`src/sv/wfs_pkg.sv`:
```
// wfs_pkg: shared types, register indexes and reset values for the
// timed wall-follow sequencer; used by every module of the block
package wfs_pkg;

  localparam int NowW   = 32;
  localparam int DistW  = 16;
  localparam int SpeedW = 8;
  localparam int TimeW  = 16;
  localparam int DriveW = 9;
  localparam int CfgAddrW = 3;
  localparam int CfgDataW = 16;
  localparam int InDataW  = 64;
  localparam int OutDataW = 24;

  // fixed turn marks in ms
  localparam logic [NowW-1:0] TurnSpinMs  = 32'd200;
  localparam logic [NowW-1:0] TurnDriveMs = 32'd500;
  localparam logic [NowW-1:0] TurnEndMs   = 32'd700;

  // register reset values
  localparam logic [SpeedW-1:0] CruiseSpeedRst   = 8'd30;
  localparam logic [TimeW-1:0]  ForwardTimeRst   = 16'd800;
  localparam logic [TimeW-1:0]  ReverseTimeRst   = 16'd300;
  localparam logic [TimeW-1:0]  CheckTimeRst     = 16'd500;
  localparam logic [DistW-1:0]  ObstacleNearRst  = 16'd10;
  localparam logic [DistW-1:0]  ObstacleFarRst   = 16'd80;
  localparam logic [DistW-1:0]  WallTargetRst    = 16'd120;
  localparam logic [DistW-1:0]  WallBandRst      = 16'd10;

  typedef enum logic [CfgAddrW-1:0] {
    REG_CRUISE_SPEED  = 3'd0,
    REG_FORWARD_TIME  = 3'd1,
    REG_REVERSE_TIME  = 3'd2,
    REG_CHECK_TIME    = 3'd3,
    REG_OBSTACLE_NEAR = 3'd4,
    REG_OBSTACLE_FAR  = 3'd5,
    REG_WALL_TARGET   = 3'd6,
    REG_WALL_BAND     = 3'd7
  } reg_idx_t;

  typedef enum logic [2:0] {
    PH_FORWARD = 3'd0,
    PH_REVERSE = 3'd1,
    PH_LEFT    = 3'd2,
    PH_RIGHT   = 3'd3,
    PH_CHECK   = 3'd4
  } phase_t;

  typedef struct packed {
    logic [SpeedW-1:0] cruise_speed;
    logic [TimeW-1:0]  forward_time_ms;
    logic [TimeW-1:0]  reverse_time_ms;
    logic [TimeW-1:0]  check_time_ms;
    logic [DistW-1:0]  obstacle_near;
    logic [DistW-1:0]  obstacle_far;
    logic [DistW-1:0]  wall_target;
    logic [DistW-1:0]  wall_band;
  } cfg_t;

  typedef struct packed {
    logic                     emit;
    logic signed [DriveW-1:0] left_drive;
    logic signed [DriveW-1:0] right_drive;
    phase_t                   phase_nxt;
    logic [NowW-1:0]          start_nxt;
  } step_t;

endpackage

```
`src/sv/timed_wall_follow_sequencer.sv`:
```
// timed_wall_follow_sequencer: result registered in the cycle after acceptance;
// one request per cycle unless out_tready stalls, the phase decision is a single
// pass of wfs_step; a turn past its 700 ms mark yields no result; out stage is a
// single register; rst_n (synchronous, low) restores the register defaults, forward
// phase, start 0; depends on wfs_pkg, wfs_cfg_regs, wfs_step
module timed_wall_follow_sequencer (
  input  logic                              clk,
  input  logic                              rst_n,
  input  logic                              cfg_we,
  input  logic [wfs_pkg::CfgAddrW-1:0]      cfg_addr,
  input  logic [wfs_pkg::CfgDataW-1:0]      cfg_wdata,
  input  logic                              in_tvalid,
  output logic                              in_tready,
  // now_ms[31:0], front_distance[47:32], side_distance[63:48]
  input  logic [wfs_pkg::InDataW-1:0]       in_tdata,
  output logic                              out_tvalid,
  input  logic                              out_tready,
  // left_drive[8:0], right_drive[17:9], zero fill [23:18]
  output logic [wfs_pkg::OutDataW-1:0]      out_tdata
);
  import wfs_pkg::*;

  cfg_t                     cfg;
  step_t                    step;
  phase_t                   phase_r, phase_nxt;
  logic [NowW-1:0]          start_r, start_nxt;
  logic                     out_valid_r, out_valid_nxt;
  logic signed [DriveW-1:0] left_r, right_r;
  logic                     accept;

  wfs_cfg_regs u_cfg (
    .clk       (clk),
    .rst_n     (rst_n),
    .cfg_we    (cfg_we),
    .cfg_addr  (cfg_addr),
    .cfg_wdata (cfg_wdata),
    .cfg       (cfg)
  );

  wfs_step u_step (
    .cfg            (cfg),
    .phase          (phase_r),
    .phase_start_ms (start_r),
    .now_ms         (in_tdata[NowW-1:0]),
    .front_distance (in_tdata[NowW+DistW-1:NowW]),
    .side_distance  (in_tdata[NowW+2*DistW-1:NowW+DistW]),
    .step           (step)
  );

  // take a request whenever the result register is free or being drained
  assign in_tready = !out_valid_r || out_tready;
  assign accept    = in_tvalid && in_tready;

  always_comb begin
    phase_nxt     = phase_r;
    start_nxt     = start_r;
    out_valid_nxt = out_valid_r && !out_tready;
    if (accept) begin
      phase_nxt     = step.phase_nxt;
      start_nxt     = step.start_nxt;
      out_valid_nxt = step.emit;
    end
  end

  // control state
  always_ff @(posedge clk) begin
    if (!rst_n) begin
      phase_r     <= PH_FORWARD;
      start_r     <= '0;
      out_valid_r <= 1'b0;
    end else begin
      phase_r     <= phase_nxt;
      start_r     <= start_nxt;
      out_valid_r <= out_valid_nxt;
    end
  end

  // result payload
  always_ff @(posedge clk) begin
    if (accept && step.emit) begin
      left_r  <= step.left_drive;
      right_r <= step.right_drive;
    end
  end

  assign out_tvalid = out_valid_r;
  assign out_tdata  = {{(OutDataW-2*DriveW){1'b0}}, right_r, left_r};

  // forward phase always drives both motors at plus cruise speed
  a_forward_drive: assert property (@(posedge clk) disable iff (!rst_n)
    accept && phase_r == PH_FORWARD |=>
      out_tvalid && left_r == $signed({1'b0, cfg.cruise_speed}) && right_r == left_r)
    else $error("forward request did not yield a forward drive result");

  // check phase always stops both motors
  a_check_stop: assert property (@(posedge clk) disable iff (!rst_n)
    accept && phase_r == PH_CHECK |=> out_tvalid && left_r == '0 && right_r == '0)
    else $error("check request did not yield a stop result");

  // a phase change restarts the timer at the request time
  a_phase_restart: assert property (@(posedge clk) disable iff (!rst_n)
    accept |=> (phase_r == $past(phase_r)) || (start_r == $past(in_tdata[NowW-1:0])))
    else $error("phase changed without restarting the phase timer");

endmodule

```
`src/sv/wfs_cfg_regs.sv`:
```
// wfs_cfg_regs: configuration register file written through a plain write port
// depends on wfs_pkg
module wfs_cfg_regs (
  input  logic                           clk,
  input  logic                           rst_n,
  input  logic                           cfg_we,
  input  logic [wfs_pkg::CfgAddrW-1:0]   cfg_addr,
  input  logic [wfs_pkg::CfgDataW-1:0]   cfg_wdata,
  output wfs_pkg::cfg_t                  cfg
);
  import wfs_pkg::*;

  cfg_t cfg_r;

  // register writes, reset to the power-up settings
  always_ff @(posedge clk) begin
    if (!rst_n) begin
      cfg_r.cruise_speed    <= CruiseSpeedRst;
      cfg_r.forward_time_ms <= ForwardTimeRst;
      cfg_r.reverse_time_ms <= ReverseTimeRst;
      cfg_r.check_time_ms   <= CheckTimeRst;
      cfg_r.obstacle_near   <= ObstacleNearRst;
      cfg_r.obstacle_far    <= ObstacleFarRst;
      cfg_r.wall_target     <= WallTargetRst;
      cfg_r.wall_band       <= WallBandRst;
    end else if (cfg_we) begin
      unique case (reg_idx_t'(cfg_addr))
        REG_CRUISE_SPEED:  cfg_r.cruise_speed    <= cfg_wdata[SpeedW-1:0];
        REG_FORWARD_TIME:  cfg_r.forward_time_ms <= cfg_wdata;
        REG_REVERSE_TIME:  cfg_r.reverse_time_ms <= cfg_wdata;
        REG_CHECK_TIME:    cfg_r.check_time_ms   <= cfg_wdata;
        REG_OBSTACLE_NEAR: cfg_r.obstacle_near   <= cfg_wdata;
        REG_OBSTACLE_FAR:  cfg_r.obstacle_far    <= cfg_wdata;
        REG_WALL_TARGET:   cfg_r.wall_target     <= cfg_wdata;
        REG_WALL_BAND:     cfg_r.wall_band       <= cfg_wdata;
        default: ;
      endcase
    end
  end

  assign cfg = cfg_r;

endmodule

```
`src/sv/wfs_step.sv`:
```
// wfs_step: combinational phase decision and drive command for one request
// depends on wfs_pkg
module wfs_step (
  input  wfs_pkg::cfg_t                  cfg,
  input  wfs_pkg::phase_t                phase,
  input  logic [wfs_pkg::NowW-1:0]       phase_start_ms,
  input  logic [wfs_pkg::NowW-1:0]       now_ms,
  input  logic [wfs_pkg::DistW-1:0]      front_distance,
  input  logic [wfs_pkg::DistW-1:0]      side_distance,
  output wfs_pkg::step_t                 step
);
  import wfs_pkg::*;

  logic [NowW-1:0]          dt;
  logic signed [DriveW-1:0] pos;
  logic signed [DriveW-1:0] neg;
  logic [DistW:0]           hi;
  logic signed [DistW+1:0]  lo;
  logic signed [DistW+1:0]  side_s;
  logic                     obstacle;
  logic                     due;

  // elapsed time wraps at 32 bits
  assign dt  = now_ms - phase_start_ms;
  assign pos = $signed({1'b0, cfg.cruise_speed});
  assign neg = -pos;

  // wall band limits; low limit may go negative
  assign hi     = {1'b0, cfg.wall_target} + {1'b0, cfg.wall_band};
  assign lo     = $signed({2'b00, cfg.wall_target}) - $signed({2'b00, cfg.wall_band});
  assign side_s = $signed({2'b00, side_distance});
  assign obstacle = (front_distance >= cfg.obstacle_near) &&
                    (front_distance <= cfg.obstacle_far);
  assign due = dt >= {{(NowW-TimeW){1'b0}}, cfg.check_time_ms};

  // per-phase drive and next state
  always_comb begin
    step.emit        = 1'b1;
    step.left_drive  = '0;
    step.right_drive = '0;
    step.phase_nxt   = phase;
    step.start_nxt   = phase_start_ms;
    unique case (phase)
      PH_FORWARD: begin
        step.left_drive  = pos;
        step.right_drive = pos;
        if (dt >= {{(NowW-TimeW){1'b0}}, cfg.forward_time_ms}) begin
          step.phase_nxt = PH_CHECK;
          step.start_nxt = now_ms;
        end
      end
      PH_REVERSE: begin
        step.left_drive  = neg;
        step.right_drive = neg;
        if (dt >= {{(NowW-TimeW){1'b0}}, cfg.reverse_time_ms}) begin
          step.phase_nxt = PH_CHECK;
          step.start_nxt = now_ms;
        end
      end
      PH_LEFT, PH_RIGHT: begin
        priority if (dt < TurnSpinMs) begin
          step.left_drive  = (phase == PH_LEFT) ? neg : pos;
          step.right_drive = (phase == PH_LEFT) ? pos : neg;
        end else if (dt < TurnDriveMs) begin
          step.left_drive  = pos;
          step.right_drive = pos;
        end else if (dt < TurnEndMs) begin
          step.left_drive  = (phase == PH_LEFT) ? pos : neg;
          step.right_drive = (phase == PH_LEFT) ? neg : pos;
        end else begin
          step.emit      = 1'b0;
          step.phase_nxt = PH_CHECK;
          step.start_nxt = now_ms;
        end
      end
      PH_CHECK: begin
        if (due) begin
          step.start_nxt = now_ms;
          // with no obstacle, side exactly at the low limit keeps check
          priority if (obstacle)                      step.phase_nxt = PH_REVERSE;
          else if ({1'b0, side_distance} > hi)        step.phase_nxt = PH_RIGHT;
          else if (side_s > lo)                       step.phase_nxt = PH_FORWARD;
          else if (side_s < lo)                       step.phase_nxt = PH_LEFT;
          else                                        step.phase_nxt = PH_CHECK;
        end
      end
      default: ;
    endcase
  end

endmodule
```
`config.mk`:
```
export PLATFORM = sky130hd
export DESIGN_NAME = timed_wall_follow_sequencer
export DESIGN_NICKNAME = d
export VERILOG_FILES = /design/src/sv/wfs_pkg.sv /design/src/sv/timed_wall_follow_sequencer.sv /design/src/sv/wfs_cfg_regs.sv /design/src/sv/wfs_step.sv
export SDC_FILE = /design/constraint.sdc
export NUM_CORES = 1
export LEC_CHECK = 0
export BUFFER_PORTS_ARGS = -buffer_cell sky130_fd_sc_hd__buf_4
export CELL_PAD_IN_SITES_DETAIL_PLACEMENT = 0
export CELL_PAD_IN_SITES_GLOBAL_PLACEMENT = 2
export CORE_ASPECT_RATIO = 0.8
export CORE_MARGIN = 5
export CORE_UTILIZATION = 33
export CTS_CLUSTER_DIAMETER = 80
export CTS_CLUSTER_SIZE = 30
export DETAILED_ROUTE_END_ITERATION = 6
export PLACE_DENSITY_LB_ADDON = 0.15
export SETUP_SLACK_MARGIN = 0.2
export SKIP_CTS_REPAIR_TIMING = 1
export SYNTH_ARGS = -nofsm -noshare
export SYNTH_HDL_FRONTEND = slang
export SYNTH_SLANG_ARGS = --single-unit
```
`constraint.sdc`:
```
create_clock -name clk -period 4.9 [get_ports clk]
set_clock_uncertainty 0.1 [all_clocks]
set_input_delay 0.49 -clock clk [delete_from_list [all_inputs] [get_ports clk]]
set_output_delay 0.49 -clock clk [all_outputs]
set_load 0.03 [all_outputs]
```
==> impl_metrics.json, run 1 <==
{
  "drt-total-wl_um": 40500,
  "synth_cell_types": 75,
  "drc": 0,
  "rsz0062_at_grt": "yes",
  "yosysMostFrequentCell": "nand2_1",
  "die_x_um": 234,
  "n_antenna_cell": 0,
  "synth_edf_count": 17,
  "powerDensity_nw_per_um2": 265,
  "worstPathRequired_ns": 4.99,
  "worst_hold_path_type": "primary input to register",
  "synth_common_cells": "nand2_1, ha_1, inv_1",
  "syn-mean-instance-area_um2": 7.88,
  "critPathKind": "register to register",
  "p_leak_uw": 0.00672,
  "synth_xor_area_frac": 0.0324,
  "drv_slew": 0,
  "whs_path_depth": 3,
  "drive_above_1_share": 0.186,
  "first_iter_violations": 567,
  "synth_top_family_by_area": "compound AO/OA/AOI/OAI gates",
  "die-area_um2": 44300,
  "cts_buffer_depth": 2,
  "synthesis.area_um2": 13300,
  "yosysTopAreaCellShare": 0.236,
  "synthAdderAreaFrac": 0.171,
  "core_area_um2": 39600,
  "netlist.top_cell.by_area": "dfxtp_1",
  "worst_pin_slew_ns": 1.12,
  "ys_seq_area_frac": 0.274,
  "arrival_ns": 5.09,
  "insertion_delay_ns": 0.45,
  "final_hold_viol_count": 0,
  "yosysWarnings": 0,
  "routedWlPerCell_um": 16.9,
  "firstDrtPassIters": 5,
  "violations": "setup timing",
  "cts_buffers": 17,
  "slew_headroom": 0.247,
  "crit_fanout": 5,
  "grt_max_degree": 74,
  "status": "finished, violations left",
  "grt.overflow.total": 0,
  "setup_viol": 5,
  "grt_pass1_wl_um": 62800,
  "timing.final.crit_share": 1.02,
  "antenna_found_initial": 0,
  "fin_nets": 2113,
  "vias_per_cell": 4.97,
  "initial_utilization": 0.335,
  "drtAntennaViolNets": 0,
  "std_cell_rows": 65,
  "ctsRootBufferMaster": "clkbuf_16",
  "cts_tree": "yes",
  "netlist_top_cells_area": "dfxtp_1, ha_1, nand2_1, a21boi_0, inv_1",
  "grt_usage": 0.178,
  "ir_drop_v": 0.000202,
  "setup_tns_ns": -0.233,
  "r2r_cells": 16,
  "clk_pin_slew_ns": 0.07,
  "ios": 114,
  "syn_inst": 1683,
  "cts_sinks": 173,
  "ys_async_sr_fraction": 0,
  "cts_htree_levels": 4,
  "max_freq_mhz": 200,
  "utilization": 0.414,
  "synth_mux_area_frac": 0.0277,
  "vias": 11900,
  "min_period_ns": 5.00,
  "setup_ws_ns": -0.101,
  "ys.flop_type": "dfxtp_1",
  "crit_path_end_kind": "register",
  "place_congestion": 0.817,
  "die_y_um": 189,
  "area_growth_syn_to_layout_pct": 23.7,
  "drv_cap": 0,
  "ys_ff_latch": 173,
  "synth_compound_area_frac": 0.220,
  "yosys.area_share.simple": 0.197,
  "port_buffers": 107,
  "grt_pass1_vias": 11200,
  "place_area_um2": 15300,
  "dp.final_hpwl_um": 30900,
  "final_cell_area_um2": 16400,
  "worstSetupStartpointType": "register"
}
-- worst paths after layout --
path | startpoint | slack [ns] | to
hold / removal | in_tdata[5] | 0.21 | start_r[5]
setup reg to reg | start_r[0] | -0.10 | right_r[5]
hold reg to reg | u_cfg.cfg[74] | 0.36 | u_cfg.cfg[74]
setup / recovery | start_r[0] | -0.10 | right_r[5]
-- cell type report --
| class | count | area (µm²) |
|---|---|---|
| clock inverter | 11 | 83.8 |
| sequential | 173 | 3630 |
| clock buffer | 21 | 482 |
| fill | 4107 | 23200 |
| multi-input combinational | 1260 | 9040 |
| timing repair buffer | 232 | 1870 |
| tap | 536 | 671 |
| inverter | 162 | 621 |
-- power breakdown --
group          switching, µW  leakage (µW)  internal (µW)
combinational            807       0.00502            677
sequential              36.2       0.00144           1490
clock                    624      0.000267            709
total                   1470       0.00672           2880
-- cell usage in the layout, fill, tap and decap left out, types with 12 or more instances in the layout --
| master | netlist | layout |
|---|---|---|
| clkbuf_16 | 0 | 20 |
| nand2_1 | 289 | 289 |
| ha_1 | 176 | 173 |
| nor3_1 | 27 | 21 |
| xnor2_1 | 30 | 27 |
| nor2b_1 | 58 | 58 |
| edfxtp_1 | 17 | 17 |
| nand2b_1 | 19 | 18 |
| buf_4 | 12 | 214 |
| o211ai_1 | 33 | 33 |
| nand4_1 | 30 | 30 |
| a21o_1 | 28 | 28 |
| inv_1 | 161 | 159 |
| dfxtp_1 | 156 | 155 |
| buf_6 | 3 | 12 |
| o21a_1 | 14 | 14 |
| a21boi_0 | 99 | 95 |
| nor2_1 | 69 | 68 |
| xor2_1 | 19 | 17 |
| a21oi_1 | 84 | 78 |
| mux2i_1 | 33 | 32 |
| nand3_1 | 28 | 28 |
| o21ai_0 | 57 | 47 |
-- metrics by stage --
| stage | cells | setup slack (ns) | hold slack, ns | total power [µW] |
|---|---|---|---|---|
| CTS | 2382 | -0.326 | 0.186 | 4270 |
| global placement | 2350 | -0.423 | 0.352 | 2900 |
| global route | 2395 | -0.219 | 0.204 | 4620 |
| floorplan | 1688 | -0.0722 | 0.343 | 2400 |
| detailed placement | 2350 | -0.607 | 0.358 | 2910 |
| finish | 2395 | -0.101 | 0.213 | 4340 |
-- state kept, by name (all words and copies together) (netlist names) --
signal / cells
out_tvalid: 1
phase_r: 3
right_r: 8
start_r: 32
left_r: 9
u_cfg.cfg: 120
-- critical path: stages, from the launching register on --
cell and delay [ns]:
dfxtp_2 0.35, ha_4 0.13, inv_2 0.03, fa_2 0.34
a21o_1 0.21, a2111o_1 0.47, buf_6 0.14, a2111o_1 0.45
nand2_1 0.10, and2_4 0.14, o21ai_2 0.04, or4b_1 0.52
or4_4 0.43, or3_4 0.42, mux2_4 0.31, a221o_1 0.35
a32o_1 0.21
-- metal layers --
metal  part of all wire  global-route usage
met5                  0                   0
met4              0.013              0.0370
met3              0.032              0.0255
met2               0.43               0.263
met1               0.52               0.272
-- cell families after synthesis --
group	after synthesis
and+or+nand+nor	565
adders and majority gates	179
xor gates and xnor gates	49
muxes	36
buffers and inverters	255
DFF	173
other	1
AOI/OAI and AO/OA	425
Power figures use the tool's default switching activity.
==> inputs of run 2 (changes only) <==
--- a/config.mk
+++ b/config.mk
@@ -10,7 +10,7 @@
 export CELL_PAD_IN_SITES_GLOBAL_PLACEMENT = 2
 export CORE_ASPECT_RATIO = 0.8
 export CORE_MARGIN = 5
-export CORE_UTILIZATION = 33
+export CORE_UTILIZATION = 34
 export CTS_CLUSTER_DIAMETER = 80
 export CTS_CLUSTER_SIZE = 30
 export DETAILED_ROUTE_END_ITERATION = 6
@@ -19,4 +19,5 @@
 export SKIP_CTS_REPAIR_TIMING = 1
 export SYNTH_ARGS = -nofsm -noshare
 export SYNTH_HDL_FRONTEND = slang
+export SYNTH_HIERARCHICAL = 1
 export SYNTH_SLANG_ARGS = --single-unit
==> impl_metrics.json, run 2 <==
{
  "status": "finished clean",
  "powerDensity_nw_per_um2": 267,
  "cts_tree": "yes",
  "path_cells": "inv_1 -> ha_1 -> or3_1 -> a211oi_2 -> a21oi_2 -> buf_4 -> a2111oi_1 -> a211oi_2 -> buf_4 -> nor3_1 -> nand3_1 -> nor4_4 -> mux2_2 -> a31o_2 -> o31ai_1",
  "cts_htree_levels": 4,
  "first_iter_violations": 659,
  "synth_cell_types": 95,
  "grt_pass1_wl_um": 69400,
  "initial_utilization": 0.343,
  "drv_cap": 0,
  "worst_hold_path_type": "primary input to register",
  "crit_slowest_cell": "a2111oi_1",
  "ctsRootBufferMaster": "clkbuf_16",
  "worstPathRequired_ns": 5.06,
  "place_congestion": 0.846,
  "yosysWarnings": 6,
  "syn_inst": 1783,
  "firstDrtPassIters": 6,
  "setup_ws_ns": 0.382,
  "die-area_um2": 47800,
  "largest_register_ffs": 120,
  "grt_usage": 0.180,
  "setup_viol": 0,
  "cts_buffers": 17,
  "drtAntennaViolNets": 0,
  "ys_seq_area_frac": 0.248,
  "p_total_uw": 4660,
  "final_common_cell": "nand2_1",
  "crit_path_end_kind": "register",
  "yosysMostFrequentCell": "nand2_1",
  "arrival_ns": 4.68,
  "die_y_um": 196,
  "hold_slack_ns": 0.223,
  "ys_ff_latch": 174,
  "dp_slack_ns": -0.135,
  "die_x_um": 243,
  "vias": 12900,
  "min_period_ns": 4.52,
  "worst_pin_slew_ns": 1.08,
  "crit_family": "compound AO/OA/AOI/OAI gates",
  "syn-mean-instance-area_um2": 8.29,
  "drive_above_1_share": 0.179,
  "area_growth_syn_to_layout_pct": 18.2,
  "critPathBufInv": 3,
  "critPathKind": "register to register",
  "slew_headroom": 0.278,
  "port_buffers": 107,
  "netlist_top_cells_area": "dfxtp_1, ha_1, mux2i_1, nand2_1, inv_1",
  "routedWlPerCell_um": 18.0,
  "n_antenna_cell": 0,
  "std_cell_rows": 68,
  "fin_nets": 2186,
  "core_area_um2": 43100,
  "netlist.top_cell.by_area": "dfxtp_1",
  "ir_drop_v": 0.000243,
  "grt.overflow.total": 0,
  "worstSetupStartpointType": "register",
  "grt_pass1_vias": 12200,
  "ys_async_sr_fraction": 0,
  "crit_fanout": 5,
  "cts_sinks": 174,
  "timing.final.crit_share": 0.922,
  "drt-total-wl_um": 44900,
  "drv_slew": 0,
  "cpPeakStageDelay_ns": 0.45,
  "ys.flop_type": "dfxtp_1",
  "ios": 114,
  "mostFrequentLayoutCells": "nand2_1, buf_4, ha_1",
  "max_freq_mhz": 221,
  "insertion_delay_ns": 0.46,
  "p_leak_uw": 0.00777,
  "fillCellCount": 4417,
  "dp.final_hpwl_um": 35000,
  "rsz0062_at_grt": "yes",
  "synth_edf_count": 18,
  "grt_max_degree": 109,
  "synthesis.area_um2": 14800,
  "cts_buffer_depth": 2,
  "final_hold_viol_count": 0,
  "drc": 0,
  "antenna_found_initial": 0,
  "yosysTopAreaCellShare": 0.211,
  "vias_per_cell": 5.16,
  "clk_pin_slew_ns": 0.09,
  "synth_common_cells": "nand2_1, ha_1, mux2i_1"
}
==> run 2: per-stage QoR <==
| stage | std cells | utilization | instance area (µm²) | setup TNS [ns] |
|---|---|---|---|---|
| floorplan | 1788 | - | 14800 | 0 |
| detailed placement | 2451 | 0.383 | 16500 | -4.02 |
| global placement | 2451 | 0.383 | 16500 | -1.50 |
| CTS | 2483 | 0.397 | 17100 | 0 |
| finish | 2492 | 0.406 | 17500 | 0 |
| global route | 2492 | 0.406 | 17500 | 0 |
==> run 2: area by class of cell <==
type,instances,area [µm²],share of cell area
repair buffers,202,1560,0.0894
inverters,159,597,0.0342
flip-flops and latches,174,3660,0.210
clock inverters,14,169,0.00967
well taps,560,701,0.0401
multi-input cells,1365,10300,0.592
clock buffers,18,439,0.0251
==> run 2: kinds of logic (layout without fill, tap and decap cells) <==
family                     after synthesis  in the layout  share of synthesized area
xor gates and xnor gates                46             46                     0.0273
DFF                                    174            174                      0.248
muxes                                  195            195                      0.135
adders and majority gates              179            179                      0.153
AOI/OAI and AO/OA                      363            363                      0.167
and+or+nand+nor                        576            576                      0.195
buffers and inverters                  249            393                     0.0745
other                                    1              6                   0.000254
==> run 2: worst paths after layout <==
kind	start	endpoint	slack [ns]	cells after the start
max	start_r[4]	right_r[4]	0.38	15
min	cfg_wdata[7]	u_cfg/cfg[71]	0.22	3
max reg2reg	start_r[4]	right_r[4]	0.38	15
min reg2reg	u_cfg/cfg[50]	u_cfg/cfg[50]	0.36	2
==> run 2: per-layer routing <==
metal	global-route usage	wire length, µm	up-vias
met1	0.279	24000	6031
li1	-	-	6575
met5	0	0	-
met4	0.0263	329	0
met2	0.268	18700	223
met3	0.0309	1830	22
==> run 2: report_power, final <==
part	total (µW)	internal, µW	switching [µW]
registers	1540	1500	40.4
logic	1680	725	957
clock network	1430	744	689
total	4660	2970	1690
==> run 2: worst min-delay path, stage by stage <==
cell and delay, ns:
buf_4 0.10, nor2b_1 0.04, mux2i_1 0.12
